### src/design/stl_pkg.sv
// Package for the script token lexer: token kind codes, keyword tables and
// the command, memory write and release structures passed between the parts.
// No dependencies.
`default_nettype none

package stl_pkg;

  localparam int TEXT_MAX_DEFAULT = 32;
  localparam int LEN_W            = 6;   // holds any text length up to 63
  localparam int KW_N             = 6;
  localparam int QDEPTH           = 4;

  localparam logic [4:0] K_EOF      = 5'd0;
  localparam logic [4:0] K_PUT      = 5'd1;
  localparam logic [4:0] K_IDENT    = 5'd7;
  localparam logic [4:0] K_NUM      = 5'd8;
  localparam logic [4:0] K_STR      = 5'd9;
  localparam logic [4:0] K_EQEQ     = 5'd10;
  localparam logic [4:0] K_LT       = 5'd14;
  localparam logic [4:0] K_GT       = 5'd15;
  localparam logic [4:0] K_SEMI     = 5'd16;
  localparam logic [4:0] K_LPAREN   = 5'd17;
  localparam logic [4:0] K_RPAREN   = 5'd18;
  localparam logic [4:0] K_LBRACE   = 5'd19;
  localparam logic [4:0] K_RBRACE   = 5'd20;
  localparam logic [4:0] K_BAD      = 5'd21;
  localparam logic [4:0] K_UNCLOSED = 5'd22;

  // One queued command: a single result, or a whole text token read from memory.
  typedef struct packed {
    logic [4:0]       kind;
    logic [7:0]       tbyte;
    logic             has_text;
    logic             run_end;
    logic [15:0]      line;
    logic             trunc;
    logic             is_text;
    logic [LEN_W-1:0] len;
    logic             bank;
  } cmd_t;

  typedef struct packed {
    logic v0;
    logic v1;
    cmd_t c0;
    cmd_t c1;
  } q_push_t;

  typedef struct packed {
    logic             en;
    logic             bank;
    logic [LEN_W-1:0] idx;
    logic [7:0]       data;
  } mem_wr_t;

  typedef struct packed {
    logic en;
    logic bank;
  } rel_t;

  // Keywords, left-justified ASCII.
  function automatic logic [63:0] kw_word(input logic [2:0] k);
    logic [63:0] w;
    case (k)
      3'd0:    w = 64'h7075_7400_0000_0000;  // put
      3'd1:    w = 64'h6f6e_0000_0000_0000;  // on
      3'd2:    w = 64'h7368_6f77_5465_7874;  // showText
      3'd3:    w = 64'h7265_6164_5661_7200;  // readVar
      3'd4:    w = 64'h6966_0000_0000_0000;  // if
      3'd5:    w = 64'h7768_696c_6500_0000;  // while
      default: w = 64'h0;
    endcase
    return w;
  endfunction

  function automatic logic [3:0] kw_len(input logic [2:0] k);
    logic [3:0] n;
    case (k)
      3'd0:    n = 4'd3;
      3'd1:    n = 4'd2;
      3'd2:    n = 4'd8;
      3'd3:    n = 4'd7;
      3'd4:    n = 4'd2;
      3'd5:    n = 4'd5;
      default: n = 4'd0;
    endcase
    return n;
  endfunction

  function automatic logic [7:0] kw_char(input logic [2:0] k, input logic [2:0] i);
    logic [63:0] w;
    w = kw_word(k);
    return w[63 - 8*i -: 8];
  endfunction

endpackage

`default_nettype wire

### src/design/stl_if.sv
// Handshake channels of the lexer: character input and token result output.
// Depends on nothing.
`default_nettype none

interface stl_in_if;
  logic       valid;
  logic       ready;
  logic [7:0] ch;
  modport source (output valid, output ch, input ready);
  modport sink (input valid, input ch, output ready);
endinterface

interface stl_out_if;
  logic        valid;
  logic        ready;
  logic [4:0]  kind;
  logic [7:0]  text_byte;
  logic        has_text;
  logic        token_end;
  logic        run_end;
  logic [15:0] start_line;
  logic        truncated;
  modport source (output valid, output kind, output text_byte, output has_text,
                  output token_end, output run_end, output start_line,
                  output truncated, input ready);
  modport sink (input valid, input kind, input text_byte, input has_text,
                input token_end, input run_end, input start_line,
                input truncated, output ready);
endinterface

`default_nettype wire

### src/design/script_token_lexer_unit.sv
// Script token lexer, top level. Uses stl_pkg, stl_if, stl_front, stl_queue, stl_back.
// Throughput: one character a cycle while the queue has room; one result a cycle out
//   while the receiver is ready. Characters wait while the bank not being filled still
//   feeds an earlier token's text to the output, which can hold up scanning.
// Reset: asynchronous, active low; clears scanner, queue and output; text memory holds.
`default_nettype none

module script_token_lexer_unit #(
  parameter int TEXT_MAX = stl_pkg::TEXT_MAX_DEFAULT
) (
  input  wire        clk_i,
  input  wire        rst_ni,
  stl_in_if.sink     src_i,
  stl_out_if.source  res_o
);
  import stl_pkg::*;

  // Front to queue, queue to back, and the text memory path between the ends.
  q_push_t push;
  cmd_t    head;
  logic    head_v;
  logic    pop;
  logic    free2;
  mem_wr_t wr;
  rel_t    rel;

  // Scanner: classify each character, push finished tokens as commands.
  stl_front #(
    .TEXT_MAX (TEXT_MAX)
  ) u_front (
    .clk_i     (clk_i),
    .rst_ni    (rst_ni),
    .in_i      (src_i),
    .q_free2_i (free2),
    .rel_i     (rel),
    .push_o    (push),
    .wr_o      (wr)
  );

  // Short queue: lets the scanner run on while results stall at the output.
  stl_queue u_queue (
    .clk_i    (clk_i),
    .rst_ni   (rst_ni),
    .push_i   (push),
    .pop_i    (pop),
    .head_o   (head),
    .head_v_o (head_v),
    .free2_o  (free2)
  );

  // Emitter: expand each command into results, reading token text from memory.
  stl_back #(
    .TEXT_MAX (TEXT_MAX)
  ) u_back (
    .clk_i    (clk_i),
    .rst_ni   (rst_ni),
    .head_i   (head),
    .head_v_i (head_v),
    .pop_o    (pop),
    .wr_i     (wr),
    .rel_o    (rel),
    .out_o    (res_o)
  );

  // A character's last result always closes a token.
  a_run_end_closes: assert property (@(posedge clk_i) disable iff (!rst_ni)
    res_o.valid && res_o.run_end |-> res_o.token_end)
    else $error("run end on a result that does not close its token");

  // Only text tokens span several results, and every byte inside carries text.
  a_multi_is_text: assert property (@(posedge clk_i) disable iff (!rst_ni)
    res_o.valid && !res_o.token_end |->
      res_o.has_text &&
      (res_o.kind == K_IDENT || res_o.kind == K_NUM || res_o.kind == K_STR))
    else $error("open token result without text");

  // End of text is the last result of its character and carries nothing.
  a_eof_last: assert property (@(posedge clk_i) disable iff (!rst_ni)
    res_o.valid && res_o.kind == K_EOF |-> res_o.run_end && !res_o.has_text)
    else $error("eof result not last or carries text");

  // Line numbers start at one.
  a_line_nonzero: assert property (@(posedge clk_i) disable iff (!rst_ni)
    res_o.valid |-> res_o.start_line != 16'd0)
    else $error("result with line zero");

endmodule

`default_nettype wire

### src/design/stl_front.sv
// Front end of the lexer: accepts characters, runs the scanner state and
// pushes up to two commands per character. Uses stl_pkg and stl_in_if.
`default_nettype none

module stl_front #(
  parameter int TEXT_MAX = stl_pkg::TEXT_MAX_DEFAULT
) (
  input  wire              clk_i,
  input  wire              rst_ni,
  stl_in_if.sink           in_i,
  input  wire              q_free2_i,
  input  stl_pkg::rel_t    rel_i,
  output stl_pkg::q_push_t push_o,
  output stl_pkg::mem_wr_t wr_o
);
  import stl_pkg::*;

  localparam int LW = $clog2(TEXT_MAX + 1);

  localparam logic [2:0] MODE_IDLE    = 3'd0;
  localparam logic [2:0] MODE_IDENT   = 3'd1;
  localparam logic [2:0] MODE_NUM     = 3'd2;
  localparam logic [2:0] MODE_STR     = 3'd3;
  localparam logic [2:0] MODE_COMMENT = 3'd4;
  localparam logic [2:0] MODE_OP      = 3'd5;

  localparam logic [1:0] PEND_EQ = 2'd0;
  localparam logic [1:0] PEND_GT = 2'd1;
  localparam logic [1:0] PEND_LT = 2'd2;
  localparam logic [1:0] PEND_NE = 2'd3;

  localparam logic [7:0] CH_NUL    = 8'h00;
  localparam logic [7:0] CH_TAB    = 8'h09;
  localparam logic [7:0] CH_LF     = 8'h0a;
  localparam logic [7:0] CH_VT     = 8'h0b;
  localparam logic [7:0] CH_FF     = 8'h0c;
  localparam logic [7:0] CH_CR     = 8'h0d;
  localparam logic [7:0] CH_SP     = 8'h20;
  localparam logic [7:0] CH_BANG   = 8'h21;
  localparam logic [7:0] CH_QUOTE  = 8'h22;
  localparam logic [7:0] CH_HASH   = 8'h23;
  localparam logic [7:0] CH_LPAREN = 8'h28;
  localparam logic [7:0] CH_RPAREN = 8'h29;
  localparam logic [7:0] CH_SEMI   = 8'h3b;
  localparam logic [7:0] CH_LT     = 8'h3c;
  localparam logic [7:0] CH_EQ     = 8'h3d;
  localparam logic [7:0] CH_GT     = 8'h3e;
  localparam logic [7:0] CH_UNDER  = 8'h5f;
  localparam logic [7:0] CH_LBRACE = 8'h7b;
  localparam logic [7:0] CH_RBRACE = 8'h7d;

  function automatic logic is_alpha(input logic [7:0] c);
    return (c >= 8'h61 && c <= 8'h7a) || (c >= 8'h41 && c <= 8'h5a);
  endfunction

  function automatic logic is_digit(input logic [7:0] c);
    return c >= 8'h30 && c <= 8'h39;
  endfunction

  function automatic logic [15:0] line_inc(input logic [15:0] l);
    return (l == 16'hffff) ? l : l + 16'd1;
  endfunction

  function automatic cmd_t mk_cmd(input logic [4:0] kind, input logic [7:0] b,
                                  input logic has, input logic [15:0] line);
    cmd_t c;
    c          = '0;
    c.kind     = kind;
    c.tbyte    = b;
    c.has_text = has;
    c.line     = line;
    return c;
  endfunction

  logic [2:0]    mode_q, mode_d;
  logic [1:0]    pend_q, pend_d;
  logic [LW-1:0] len_q, len_d;
  logic [KW_N-1:0] hits_q, hits_d;
  logic          ovf_q, ovf_d;
  logic [15:0]   cur_line_q, cur_line_d;
  logic [15:0]   tok_line_q, tok_line_d;
  logic          bank_q, bank_d;
  logic [1:0]    busy_q, busy_d;

  logic       acc;
  logic [7:0] ch;
  logic       f_v, s_v, do_idle, app, begin_tok, fin, eof, wr_en;
  logic [4:0] fin_kind;
  cmd_t       f_cmd, s_cmd;
  logic       kw_hit;
  logic [2:0] kw_sel;
  logic [LW-1:0] wr_idx;

  assign ch        = in_i.ch;
  assign in_i.ready = q_free2_i && !busy_q[~bank_q];
  assign acc       = in_i.valid && in_i.ready;

  // Keyword lookup on the finished identifier; lowest index wins.
  always_comb begin
    kw_hit = 1'b0;
    kw_sel = 3'd0;
    for (int k = KW_N - 1; k >= 0; k--) begin
      if (hits_q[k] && LEN_W'(len_q) == LEN_W'(kw_len(3'(k)))) begin
        kw_hit = 1'b1;
        kw_sel = 3'(k);
      end
    end
    kw_hit = kw_hit && !ovf_q;
  end

  always_comb begin
    mode_d     = mode_q;
    pend_d     = pend_q;
    len_d      = len_q;
    hits_d     = hits_q;
    ovf_d      = ovf_q;
    cur_line_d = cur_line_q;
    tok_line_d = tok_line_q;
    bank_d     = bank_q;
    busy_d     = busy_q;
    f_v        = 1'b0;
    f_cmd      = '0;
    s_v        = 1'b0;
    s_cmd      = '0;
    do_idle    = 1'b0;
    app        = 1'b0;
    begin_tok  = 1'b0;
    fin        = 1'b0;
    fin_kind   = K_IDENT;
    eof        = 1'b0;
    wr_en      = 1'b0;
    wr_idx     = '0;

    // Continue the token in progress.
    case (mode_q)
      MODE_IDENT: begin
        if (is_alpha(ch) || is_digit(ch) || ch == CH_UNDER) begin
          app = 1'b1;
        end else begin
          fin      = 1'b1;
          fin_kind = K_IDENT;
          do_idle  = 1'b1;
        end
      end
      MODE_NUM: begin
        if (is_digit(ch)) begin
          app = 1'b1;
        end else begin
          fin      = 1'b1;
          fin_kind = K_NUM;
          do_idle  = 1'b1;
        end
      end
      MODE_STR: begin
        if (ch == CH_QUOTE) begin
          fin      = 1'b1;
          fin_kind = K_STR;
        end else if (ch == CH_NUL) begin
          f_v     = 1'b1;
          f_cmd   = mk_cmd(K_UNCLOSED, 8'h00, 1'b0, tok_line_q);
          mode_d  = MODE_IDLE;
          do_idle = 1'b1;
        end else begin
          if (ch == CH_LF) cur_line_d = line_inc(cur_line_q);
          app = 1'b1;
        end
      end
      MODE_COMMENT: begin
        if (ch == CH_LF) begin
          cur_line_d = line_inc(cur_line_q);
          mode_d     = MODE_IDLE;
        end else if (ch == CH_NUL) begin
          mode_d  = MODE_IDLE;
          do_idle = 1'b1;
        end
      end
      MODE_OP: begin
        mode_d = MODE_IDLE;
        f_v    = 1'b1;
        if (ch == CH_EQ) begin
          f_cmd = mk_cmd(5'(K_EQEQ + pend_q), 8'h00, 1'b0, tok_line_q);
        end else begin
          do_idle = 1'b1;
          case (pend_q)
            PEND_EQ: f_cmd = mk_cmd(K_BAD, CH_EQ, 1'b1, tok_line_q);
            PEND_GT: f_cmd = mk_cmd(K_GT, 8'h00, 1'b0, tok_line_q);
            PEND_LT: f_cmd = mk_cmd(K_LT, 8'h00, 1'b0, tok_line_q);
            PEND_NE: f_cmd = mk_cmd(K_BAD, CH_BANG, 1'b1, tok_line_q);
            default: f_cmd = mk_cmd(K_BAD, CH_BANG, 1'b1, tok_line_q);
          endcase
        end
      end
      default: begin
        mode_d  = MODE_IDLE;
        do_idle = 1'b1;
      end
    endcase

    // Close a text token: keyword result or a text command for the back end.
    if (fin) begin
      mode_d = MODE_IDLE;
      f_v    = 1'b1;
      if (fin_kind == K_IDENT && kw_hit) begin
        f_cmd = mk_cmd(5'(K_PUT + kw_sel), 8'h00, 1'b0, tok_line_q);
      end else begin
        f_cmd         = mk_cmd(fin_kind, 8'h00, 1'b0, tok_line_q);
        f_cmd.trunc   = ovf_q;
        f_cmd.is_text = 1'b1;
        f_cmd.len     = LEN_W'(len_q);
        f_cmd.bank    = bank_q;
      end
    end

    // Scan the character from the idle state.
    if (do_idle) begin
      case (ch)
        CH_NUL: begin
          s_v   = 1'b1;
          s_cmd = mk_cmd(K_EOF, 8'h00, 1'b0, cur_line_q);
          eof   = 1'b1;
        end
        CH_LF:                              cur_line_d = line_inc(cur_line_q);
        CH_SP, CH_TAB, CH_VT, CH_FF, CH_CR: ;
        CH_HASH:  mode_d = MODE_COMMENT;
        CH_QUOTE: begin
          begin_tok = 1'b1;
          mode_d    = MODE_STR;
        end
        CH_EQ, CH_GT, CH_LT, CH_BANG: begin
          mode_d     = MODE_OP;
          tok_line_d = cur_line_q;
          case (ch)
            CH_EQ:   pend_d = PEND_EQ;
            CH_GT:   pend_d = PEND_GT;
            CH_LT:   pend_d = PEND_LT;
            default: pend_d = PEND_NE;
          endcase
        end
        CH_SEMI:   begin s_v = 1'b1; s_cmd = mk_cmd(K_SEMI, 8'h00, 1'b0, cur_line_q);   end
        CH_LPAREN: begin s_v = 1'b1; s_cmd = mk_cmd(K_LPAREN, 8'h00, 1'b0, cur_line_q); end
        CH_RPAREN: begin s_v = 1'b1; s_cmd = mk_cmd(K_RPAREN, 8'h00, 1'b0, cur_line_q); end
        CH_LBRACE: begin s_v = 1'b1; s_cmd = mk_cmd(K_LBRACE, 8'h00, 1'b0, cur_line_q); end
        CH_RBRACE: begin s_v = 1'b1; s_cmd = mk_cmd(K_RBRACE, 8'h00, 1'b0, cur_line_q); end
        default: begin
          if (is_alpha(ch)) begin
            begin_tok = 1'b1;
            app       = 1'b1;
            mode_d    = MODE_IDENT;
          end else if (is_digit(ch)) begin
            begin_tok = 1'b1;
            app       = 1'b1;
            mode_d    = MODE_NUM;
          end else begin
            s_v   = 1'b1;
            s_cmd = mk_cmd(K_BAD, ch, 1'b1, cur_line_q);
          end
        end
      endcase
    end

    // New token text goes to the other bank.
    if (begin_tok) begin
      len_d      = '0;
      hits_d     = '1;
      ovf_d      = 1'b0;
      bank_d     = ~bank_q;
      tok_line_d = cur_line_q;
    end

    if (app) begin
      if (len_d < LW'(TEXT_MAX)) begin
        for (int k = 0; k < KW_N; k++) begin
          if (!(LEN_W'(len_d) < LEN_W'(kw_len(3'(k))) &&
                kw_char(3'(k), len_d[2:0]) == ch)) begin
            hits_d[k] = 1'b0;
          end
        end
        wr_en  = 1'b1;
        wr_idx = len_d;
        len_d  = len_d + LW'(1);
      end else begin
        ovf_d  = 1'b1;
        hits_d = '0;
      end
    end

    // End of text puts the scanner back to its reset state; the text bank is kept.
    if (eof) begin
      mode_d     = MODE_IDLE;
      pend_d     = PEND_EQ;
      len_d      = '0;
      hits_d     = '1;
      ovf_d      = 1'b0;
      cur_line_d = 16'd1;
      tok_line_d = 16'd1;
    end

    if (rel_i.en) busy_d[rel_i.bank] = 1'b0;
    if (acc && fin && f_cmd.is_text) busy_d[bank_q] = 1'b1;
  end

  // Pack the commands into queue slots; flag the last one of this character.
  always_comb begin
    push_o    = '0;
    push_o.v0 = acc && (f_v || s_v);
    push_o.v1 = acc && f_v && s_v;
    push_o.c0 = f_v ? f_cmd : s_cmd;
    push_o.c1 = s_cmd;
    if (f_v && s_v) push_o.c1.run_end = 1'b1;
    else            push_o.c0.run_end = 1'b1;
  end

  assign wr_o.en   = acc && wr_en;
  assign wr_o.bank = bank_d;
  assign wr_o.idx  = LEN_W'(wr_idx);
  assign wr_o.data = ch;

  always_ff @(posedge clk_i or negedge rst_ni) begin
    if (!rst_ni) begin
      mode_q     <= MODE_IDLE;
      pend_q     <= PEND_EQ;
      len_q      <= '0;
      hits_q     <= '1;
      ovf_q      <= 1'b0;
      cur_line_q <= 16'd1;
      tok_line_q <= 16'd1;
      bank_q     <= 1'b0;
      busy_q     <= '0;
    end else begin
      busy_q <= busy_d;
      if (acc) begin
        mode_q     <= mode_d;
        pend_q     <= pend_d;
        len_q      <= len_d;
        hits_q     <= hits_d;
        ovf_q      <= ovf_d;
        cur_line_q <= cur_line_d;
        tok_line_q <= tok_line_d;
        bank_q     <= bank_d;
      end
    end
  end

endmodule

`default_nettype wire

### src/design/stl_queue.sv
// Command queue between the lexer front and back ends: two pushes, one pop.
// Uses stl_pkg.
`default_nettype none

module stl_queue (
  input  wire              clk_i,
  input  wire              rst_ni,
  input  stl_pkg::q_push_t push_i,
  input  wire              pop_i,
  output stl_pkg::cmd_t    head_o,
  output logic             head_v_o,
  output logic             free2_o
);
  import stl_pkg::*;

  localparam int QAW = $clog2(QDEPTH);
  localparam int QCW = $clog2(QDEPTH + 1);

  cmd_t           entry_q [QDEPTH];
  logic [QAW-1:0] wptr_q, rptr_q;
  logic [QCW-1:0] cnt_q;
  logic [QAW-1:0] wptr_nx;
  logic [QCW-1:0] n_push;

  assign wptr_nx  = wptr_q + QAW'(1);
  assign n_push   = QCW'(push_i.v0) + QCW'(push_i.v1);
  assign head_o   = entry_q[rptr_q];
  assign head_v_o = cnt_q != '0;
  assign free2_o  = cnt_q <= QCW'(QDEPTH - 2);

  always_ff @(posedge clk_i) begin
    if (push_i.v0) entry_q[wptr_q] <= push_i.c0;
    if (push_i.v1) entry_q[wptr_nx] <= push_i.c1;
  end

  always_ff @(posedge clk_i or negedge rst_ni) begin
    if (!rst_ni) begin
      wptr_q <= '0;
      rptr_q <= '0;
      cnt_q  <= '0;
    end else begin
      wptr_q <= wptr_q + QAW'(n_push);
      if (pop_i) rptr_q <= rptr_q + QAW'(1);
      cnt_q <= cnt_q + n_push - QCW'(pop_i);
    end
  end

endmodule

`default_nettype wire

### src/design/stl_back.sv
// Back end of the lexer: takes commands from the queue, reads token text from
// the two-bank text memory and drives the result register. Uses stl_pkg, stl_out_if.
`default_nettype none

module stl_back #(
  parameter int TEXT_MAX = stl_pkg::TEXT_MAX_DEFAULT
) (
  input  wire              clk_i,
  input  wire              rst_ni,
  input  stl_pkg::cmd_t    head_i,
  input  wire              head_v_i,
  output logic             pop_o,
  input  stl_pkg::mem_wr_t wr_i,
  output stl_pkg::rel_t    rel_o,
  stl_out_if.source        out_o
);
  import stl_pkg::*;

  localparam int IW = $clog2(TEXT_MAX);
  localparam int AW = IW + 1;

  logic [7:0] text_mem [2**AW];

  cmd_t          cur_q;
  logic          cur_v_q;
  logic [IW-1:0] idx_q;
  logic          text_mode, last, adv;

  logic        out_v_q;
  logic [4:0]  kind_q;
  logic [7:0]  tbyte_q, rd_q;
  logic        sel_mem_q, has_q, tend_q, rend_q, trunc_q;
  logic [15:0] line_q;

  assign text_mode = cur_q.is_text && cur_q.len != '0;
  assign last      = !text_mode || (LEN_W'(idx_q) == cur_q.len - LEN_W'(1));
  assign adv       = cur_v_q && (!out_v_q || out_o.ready);
  assign pop_o     = head_v_i && (!cur_v_q || (adv && last));

  // Release the text bank once its last byte has been read.
  assign rel_o.en   = adv && last && cur_q.is_text;
  assign rel_o.bank = cur_q.bank;

  always_ff @(posedge clk_i) begin
    if (wr_i.en) text_mem[{wr_i.bank, wr_i.idx[IW-1:0]}] <= wr_i.data;
    if (adv) rd_q <= text_mem[{cur_q.bank, idx_q}];
  end

  always_ff @(posedge clk_i) begin
    if (pop_o) cur_q <= head_i;
    if (adv) begin
      kind_q    <= cur_q.kind;
      tbyte_q   <= cur_q.tbyte;
      sel_mem_q <= text_mode;
      has_q     <= text_mode || cur_q.has_text;
      tend_q    <= last;
      rend_q    <= last && cur_q.run_end;
      line_q    <= cur_q.line;
      trunc_q   <= cur_q.trunc;
    end
  end

  always_ff @(posedge clk_i or negedge rst_ni) begin
    if (!rst_ni) begin
      cur_v_q <= 1'b0;
      idx_q   <= '0;
      out_v_q <= 1'b0;
    end else begin
      if (adv) idx_q <= last ? '0 : idx_q + IW'(1);
      if (pop_o)            cur_v_q <= 1'b1;
      else if (adv && last) cur_v_q <= 1'b0;
      if (adv)              out_v_q <= 1'b1;
      else if (out_o.ready) out_v_q <= 1'b0;
    end
  end

  assign out_o.valid      = out_v_q;
  assign out_o.kind       = kind_q;
  assign out_o.text_byte  = sel_mem_q ? rd_q : tbyte_q;
  assign out_o.has_text   = has_q;
  assign out_o.token_end  = tend_q;
  assign out_o.run_end    = rend_q;
  assign out_o.start_line = line_q;
  assign out_o.truncated  = trunc_q;

endmodule

`default_nettype wire

### src/flat_wrapper.sv
// flat-port wrapper written by rule: the top's interface ports become plain ports
module script_token_lexer_unit_flat import stl_pkg::*;
#(
  parameter int TEXT_MAX = stl_pkg::TEXT_MAX_DEFAULT
)
  (clk_i, rst_ni, src_i_valid, src_i_ch, src_i_ready, res_o_valid, res_o_kind, res_o_text_byte, res_o_has_text, res_o_token_end, res_o_run_end, res_o_start_line, res_o_truncated, res_o_ready);
  stl_in_if src_i_i ();
  stl_out_if res_o_i ();
  input  wire clk_i;
  input  wire rst_ni;
  input wire logic [$bits(src_i_i.valid)-1:0] src_i_valid;
  input wire logic [$bits(src_i_i.ch)-1:0] src_i_ch;
  output wire logic [$bits(src_i_i.ready)-1:0] src_i_ready;
  output wire logic [$bits(res_o_i.valid)-1:0] res_o_valid;
  output wire logic [$bits(res_o_i.kind)-1:0] res_o_kind;
  output wire logic [$bits(res_o_i.text_byte)-1:0] res_o_text_byte;
  output wire logic [$bits(res_o_i.has_text)-1:0] res_o_has_text;
  output wire logic [$bits(res_o_i.token_end)-1:0] res_o_token_end;
  output wire logic [$bits(res_o_i.run_end)-1:0] res_o_run_end;
  output wire logic [$bits(res_o_i.start_line)-1:0] res_o_start_line;
  output wire logic [$bits(res_o_i.truncated)-1:0] res_o_truncated;
  input wire logic [$bits(res_o_i.ready)-1:0] res_o_ready;
  assign src_i_i.valid = src_i_valid;
  assign src_i_i.ch = src_i_ch;
  assign src_i_ready = src_i_i.ready;
  assign res_o_valid = res_o_i.valid;
  assign res_o_kind = res_o_i.kind;
  assign res_o_text_byte = res_o_i.text_byte;
  assign res_o_has_text = res_o_i.has_text;
  assign res_o_token_end = res_o_i.token_end;
  assign res_o_run_end = res_o_i.run_end;
  assign res_o_start_line = res_o_i.start_line;
  assign res_o_truncated = res_o_i.truncated;
  assign res_o_i.ready = res_o_ready;
  script_token_lexer_unit #(.TEXT_MAX(TEXT_MAX)) u_core (.clk_i(clk_i), .rst_ni(rst_ni), .src_i(src_i_i), .res_o(res_o_i));
endmodule
### config.mk
export PLATFORM = sky130hd
export DESIGN_NAME = script_token_lexer_unit_flat
export DESIGN_NICKNAME = d
export VERILOG_FILES = /design/src/design/stl_pkg.sv /design/src/design/stl_if.sv /design/src/design/script_token_lexer_unit.sv /design/src/design/stl_front.sv /design/src/design/stl_queue.sv /design/src/design/stl_back.sv /design/src/flat_wrapper.sv
export SDC_FILE = /design/constraint.sdc
export NUM_CORES = 1
export LEC_CHECK = 0
export BUFFER_PORTS_ARGS = -buffer_cell sky130_fd_sc_hd__buf_2
export CAP_MARGIN = 40
export CORE_AREA = 2 2 255 257
export DETAILED_ROUTE_END_ITERATION = 6
export DIE_AREA = 0 0 257 259
export PLACE_DENSITY = 0.81
export SYNTH_ARGS = -nofsm -noshare
export SYNTH_HDL_FRONTEND = slang
export SYNTH_SLANG_ARGS = --single-unit
### constraint.sdc
create_clock -name clk_i -period 14 [get_ports clk_i]
set_clock_uncertainty 0.1 [all_clocks]
set_input_delay 0 -clock clk_i [delete_from_list [all_inputs] [get_ports clk_i]]
set_output_delay 0 -clock clk_i [all_outputs]
set_load 0.05 [all_outputs]
# ---- Word-level counts from Yosys, hierarchy flattened
# Memories as Yosys holds them, arrays and structs flattened. A register that Yosys moved wholly into a read port is not among the register bits.
# Index checks and enable logic that the tools add are counted.
dict set report totals {
  wordCells 319
  register_bits 101
  memories 2
  out_inout_bits 35
  in_bits 12
  mem_bits_rw 672
}
# memory depth word_bits read_ports rd_ports_with_merged_regs write_ports line
set memory_table {}
lappend memory_table {u_core.u_back.text_mem 64 8 1 1 1 stl_back.sv:22} ;# logic [7:0] text_mem [2**AW];
lappend memory_table {u_core.u_queue.entry_q 4 40 1 1 2 stl_queue.sv:19} ;# cmd_t entry_q [QDEPTH];
dict set report op_classes {
  bitwise_logic 4
  add_sub_neg 13
  shifts 6
  reduce_logical 66
  order_cmp 18
  n_eq_ne 40
  mux 147
}
# operator n
set op_table {}
lappend op_table {{$mux W64} 12}
lappend op_table {{$shiftx A71 B33 Y8} 6}
lappend op_table {{$mux W40} 9}
lappend op_table {{$pmux W40 S7} 1}
lappend op_table {{$mux W16} 11}
lappend op_table {{$pmux W40 S4} 1}
lappend op_table {{$eq A8 B6 Y1 const B} 10}
lappend op_table {{$pmux W40 S2} 1}
lappend op_table {{$mux W1} 56}
lappend op_table {{$eq A8 B8 Y1} 6}
lappend op_table {{$mux W4} 12}
lappend op_table {{$mux W6} 8}
lappend op_table {{$mux W3} 14}
lappend op_table {{$eq A8 B4 Y1 const B} 5}
lappend op_table {{$logic_and A1 B1 Y1} 34}
lappend op_table {{$pmux W16 S2} 1}
lappend op_table {{$lt A6 B4 Y1} 5}
lappend op_table {{$eq A8 B7 Y1 const B} 3}
lappend op_table {{$reduce_or A12 Y1} 2}
lappend op_table {{$reduce_or A18 Y1} 1}
lappend op_table {{$reduce_or A17 Y1} 1}
lappend op_table {{$add A16 B1 Y16 const B} 1}
lappend op_table {{$eq A16 B16 Y1 const B} 1}
lappend op_table {{$ge A8 B7 Y1 const B} 2}
lappend op_table {{54 further kinds} 91}

# ---- Longest topological paths before layout
dict set report logic_depth {
  word_depth 19
  mapped_depth 20
  depth_no_buf 14
}

# ---- Hierarchy
# Synthesis repeated with hierarchy kept, for this count alone.
dict set report hier_totals {
  cells_unflattened 2235
  area_unflattened_um2 36432.4
}
# module area_each_um2 instances cells_each seq_area_each_um2
set modules_own_cells {}
lappend modules_own_cells {stl_back 23159.7 1 1126 18012.3}
lappend modules_own_cells {stl_queue 8110.3 1 427 4979.8}
lappend modules_own_cells {stl_front 5162.5 1 682 1336.3}

# ---- Worst setup path after synthesis
# OpenSTA, ideal clock, no wires.
dict set report synth_timing {
  kind {register -> register}
  from {reg u_core.u_back.out_v_q (netlist: u_core.u_back.out_o.valid)}
  to {reg u_core.u_queue.cnt_q[2]}
  path_stages_with_launch 11
  slack_ps 8549
  setup_ps 123
  required_time_ps 13777
  arrival_ps 5229
  synth_period_minus_slack_ps 5451
  n_path_buf 0
  path_cell_list {dfrtp_1 nand2b_1 nand2_1 inv_1 nand2_1 a21oi_1 ha_1 inv_1 ha_1 fa_1 xnor2_1}
}
dict set report synth_between {
  elab_chain_cells 7
}
# element line
set synth_lines {}
lappend synth_lines {{from (decl)} stl_back.sv:29} ;# logic out_v_q;
lappend synth_lines {{from (signal assigned)} stl_back.sv:67} ;# out_v_q <= 1'b0;
lappend synth_lines {{from (signal assigned)} stl_back.sv:72} ;# if (adv) out_v_q <= 1'b1;
lappend synth_lines {{from (signal assigned)} stl_back.sv:73} ;# else if (out_o.ready) out_v_q <= 1'b0;
lappend synth_lines {{$logic_not A1 Y1} stl_back.sv:37} ;# assign adv = cur_v_q && (!out_v_q || out_o.ready);
lappend synth_lines {{$logic_or A1 B1 Y1} stl_back.sv:37}
lappend synth_lines {{$logic_and A1 B1 Y1} stl_back.sv:37}
lappend synth_lines {{via u_core.u_back.adv} stl_back.sv:27} ;# logic text_mode, last, adv;
lappend synth_lines {{$logic_and A1 B1 Y1} stl_back.sv:38} ;# assign pop_o = head_v_i && (!cur_v_q || (adv && last));
lappend synth_lines {{$logic_or A1 B1 Y1} stl_back.sv:38}
lappend synth_lines {{$logic_and A1 B1 Y1} stl_back.sv:38}
lappend synth_lines {{via u_core.pop} script_token_lexer_unit.sv:22} ;# logic pop;
lappend synth_lines {{$sub A3 B1 Y3} stl_queue.sv:44} ;# cnt_q <= cnt_q + n_push - QCW'(pop_i);
lappend synth_lines {{to (signal assigned)} stl_queue.sv:44}
lappend synth_lines {{to (decl)} stl_queue.sv:21} ;# logic [QCW-1:0] cnt_q;
# The timed path passes the listed nets, and every way through them passes these cells.
# A chain may end at the register's enable or synchronous reset.

# ---- Worst setup path in the final report
dict set report layout_timing {
  from {in src_i_ch[2]}
  to {mem u_core.u_back.text_mem[35][4], enable pin}
}
dict set report layout_between {
  elab_chain_cells 15
  elab_cells_between_ends 62
  classes_between {order compare (7); eq/ne (18); mux (27); reduce/logical (10)}
}
# element line
set layout_lines {}
lappend layout_lines {{from (decl)} flat_wrapper.sv:12} ;# input wire logic [$bits(src_i_i.ch)-1:0] src_i_ch;
lappend layout_lines {{$ge A8 B7 Y1 / $le A8 B7 Y1 (equally long branches)} stl_front.sv:53} ;# return (c >= 8'h61 && c <= 8'h7a) || (c >= 8'h41 && c <= 8'h5a);
lappend layout_lines {{$logic_and A1 B1 Y1} stl_front.sv:53}
lappend layout_lines {{$logic_or A1 B1 Y1} stl_front.sv:53}
lappend layout_lines {{$logic_or A1 B1 Y1 (2 in a row)} stl_front.sv:137} ;# if (is_alpha(ch) || is_digit(ch) || ch == CH_UNDER) begin
lappend layout_lines {{$mux W1} stl_front.sv:137}
lappend layout_lines {{$pmux W1 S5 / $pmux W1 S3 (equally long branches)} stl_front.sv:135} ;# case (mode_q)
lappend layout_lines {{$mux W1, on equally long branches} {stl_front.sv:215, stl_front.sv:249}}
lappend layout_lines {{$mux W6 / $mux W1 (equally long branches)} {stl_front.sv:262, stl_front.sv:245}}
lappend layout_lines {{$lt A6 B6 Y1 / $mux W1 (equally long branches)} {stl_front.sv:271, stl_front.sv:216}}
lappend layout_lines {{$mux W1, on equally long branches} {stl_front.sv:271, stl_front.sv:215}}
lappend layout_lines {{$mux W1} stl_front.sv:270} ;# if (app) begin
lappend layout_lines {{$logic_and A1 B1 Y1} stl_front.sv:313} ;# assign wr_o.en = acc && wr_en;
lappend layout_lines {{$mux W1} stl_back.sv:45} ;# if (wr_i.en) text_mem[{wr_i.bank, wr_i.idx[IW-1:0]}] <= wr_i.data;
lappend layout_lines {{$mux W1 (implied by the code)} stl_back.sv:45}
lappend layout_lines {{to (decl)} stl_back.sv:22}
# Several ways; a longest one is shown, not always the timed one.

==> reports/results.tsv <==
metric	value	unit
Post-Place Setup Slack	8180	ps
Post-synth EDFFs	714	
chip height	259	um
commonest cells after routing, fill and taps aside	edfxtp_1 (714), mux4_2 (208), nand2_1 (124), nor2_1 (124), clkbuf_16 (85)	
leading cell type in the layout, fill and taps excluded	edfxtp_1	
crit path kind	in2reg	
CP Data Arrival Time	6060	ps
Async S/R FF share, synth	8.16	%
initial antenna violation count	0	
worst-skew pair later-pin latency	640	ps
min-delay src	res_o_ready	
Critical R2R Launch	u_core.u_front.mode_q[1]	
# fillers	4287	
top post-synthesis cells by area	edfxtp_1 (62%), mux4_2 (13%), dfrtp_1 (4.2%), dfxtp_1 (2.3%), a32o_1 (2.0%)	
Layout area overhead	11.8	%
# DRC	0	
GRT Resource Usage Total	27.6	%
CTS root buffer	clkbuf_16	
CTS buffer count	82	
final instance area	38800	um2
Post-Syn Instances	2080	
period utilization	42.3	%
vias per cell	6.86	
CP max-delay cell	a22o_1	
largest net degree at the start of global routing	72	
WL final	91000	um
initial core utilization	54.4	%
Tightest Pin Transition	920	ps
Largest stage delay, worst path	730	ps
critical path capture point type	flop	
Crit path depth	13	
Routed Antenna Nets	0	
CP max FO	55	
synth warn	0	
clock tree sinks	821	
setup_tns	0	ps
CTS tree	done	
fmax	169	MHz
Pleak	12.4	nW
Max Cap Viol	0	
Worst setup SP type	input pin	
port bufs	46	
H-tree depth	3	
CP Buf/Inv Count	4	
area leader, netlist	edfxtp_1	
R2R depth	10	
area of the mapped netlist	34700	um2
path category of the worst min-delay check	in2reg	
Pre-antenna DRT Iters	7	
DP Cell Count	2870	
number of global-route vias before repair	20600	
layout cells sized above 1	22.5	%
Final Hold Fails	0	
top-area cell type share of the netlist area	61.7	%
number of synthesized register bits	821	
clock buffer depth	3	
GPL Wtd Cong	0.916	
# IOs	47	
WL per Instance	29.9	um
Power Density	190	nW/um2
Syn Nets	2115	
critical-path cell list	dlygate4sd3_1, buf_2, buf_4, and4b_1, a21oi_1, nor4_4, a22o_1, nand2_1, inv_1, ha_1, nand3_1, nand2b_1, nor2_1	
Final nets	2148	
final worst slack	8070	ps
final period demand of the worst path	5930	ps
hold path cells	4	
die area	66600	um2
total power	7.40	mW
Rel. slew slack	38.3	%
grt total ovfl	0	
outcome	completed	
RSZ-0062 raised after global routing	no	
Worst-path clk slew	60	ps
cell row count	93	
maximum vdd ir drop	0.000132	V
first-pass GRT wire length	136000	um
Crit path max-delay family	simple AND/OR/NAND/NOR gates	
fin util	60.8	%
Slew Limit Fails	0	
final cell count without fillers	3039	
Die X-Extent	257	um
required time worst endpoint	14140	ps
final setup fails	0	
placeable core region	63900	um2
Mean Syn Cell Area	16.7	um2
drt first-iter violations	3246	
sequential fraction of the synthesis area	68.9	%
Min Hold Slack	165	ps
vias	20900	
Post-synth top flop	edfxtp_1	
worst setup path start	src_i_ch[2]	
DP HPWL	54700	um
Area after DPL	35900	um2
post-synth cell types	85	
==> area by class of cell <==
cell class	count	area (um2)	share of cell area (%)
diodes	3	7.51	0.0193
clock buffers	109	2290	5.89
clock inverters	43	504	1.30
inverters	27	101	0.261
multi-input cells	1074	10100	25.9
flip-flops and latches	821	23900	61.6
well taps	855	1070	2.75
repair buffers	107	872	2.24
==> metal layers <==
layer	global-route usage, %	vias up	share of wire (%)
met5	0	-	0
met4	12.6	0	4.9
met3	4.65	280	9.6
met2	46.3	1546	50
met1	35.7	10600	35
li1	-	8455	-
==> worst min-delay path, stage by stage <==
cell	delay [ps]
dlygate4sd3_1	530
buf_2	110
nand2b_1	130
nand2b_1	90
==> repair_timing <==
item | 4_1_cts | 5_1_grt
gates resized for setup | 0 | 0
hold endpoints to repair | 177 | 0
hold buffers | 12 | 0
setup buffers | 0 | 0
setup endpoints to repair | 0 | 0
==> worst paths after layout <==
kind,slack [ps],to
worst max-delay path,8070,u_core.u_back.text_mem[35][4]
worst min-delay path,160,u_core.u_back.out_o.valid
worst max register to register,8980,u_core.u_back.text_mem[35][4]
worst min register to register,320,u_core.u_back.out_o.start_line[4]
max in group asynchronous,12770,u_core.u_front.hits_q[0]
min in group asynchronous,270,u_core.u_queue.rptr_q[1]
==> power breakdown <==
| group | leakage (nW) | internal, mW | total [mW] | switching (mW) |
|---|---|---|---|---|
| logic | 3.31 | 0.757 | 1.98 | 1.22 |
| clock network | 1.36 | 1.33 | 2.29 | 0.962 |
| registers | 7.72 | 2.95 | 3.13 | 0.174 |
==> Yosys cell counts, drive strengths merged, types with 5 or more instances <==
| cell type | number |
|---|---|
| a211oi | 7 |
| a21oi | 38 |
| a31oi | 9 |
| a32o | 69 |
| and2 | 14 |
| and3 | 5 |
| buf | 64 |
| clkbuf | 94 |
| dfrtp | 59 |
| dfstp | 8 |
| dfxtp | 40 |
| edfxtp | 714 |
| ha | 22 |
| inv | 27 |
| mux2 | 14 |
| mux2i | 5 |
| mux4 | 208 |
| nand2 | 125 |
| nand2b | 16 |
| nand3 | 66 |
| nand3b | 5 |
| nand4 | 21 |
| nor2 | 133 |
| nor2b | 12 |
| nor3 | 19 |
| nor3b | 5 |
| nor4 | 10 |
| o21ai | 119 |
| o221ai | 5 |
| o22ai | 43 |
| o31ai | 8 |
| or3 | 7 |
| xnor2 | 19 |
==> kinds of logic after synthesis <==
logic type | Yosys count | synth area share (%)
multiplexers | 227 | 14.1
buffers and inverters | 185 | 2.23
AND/OR/NAND/NOR | 459 | 6.54
adder cells (fa/ha/maj) | 23 | 0.850
XOR/XNOR | 23 | 0.580
AO/OA/AOI/OAI | 342 | 6.85
flip-flops | 821 | 68.9
==> sequential cells by signal, indices dropped and copies added, names as in the netlist, 3 cells and up <==
name                            cells
u_core.u_front.tok_line_q          16
u_core.u_back.cur_q                39
u_core.u_queue.cnt_q                3
u_core.u_back.tbyte_q               8
u_core.u_front.hits_q               6
u_core.u_back.rd_q                  8
u_core.u_back.text_mem            512
u_core.u_front.mode_q               3
u_core.u_back.out_o.start_line     16
u_core.u_front.cur_line_q          16
u_core.u_queue.entry_q            160
u_core.u_back.idx_q                 5
u_core.u_back.out_o.kind            5
u_core.u_front.len_q                6
Note: power is estimated with default switching activity, not from simulation.
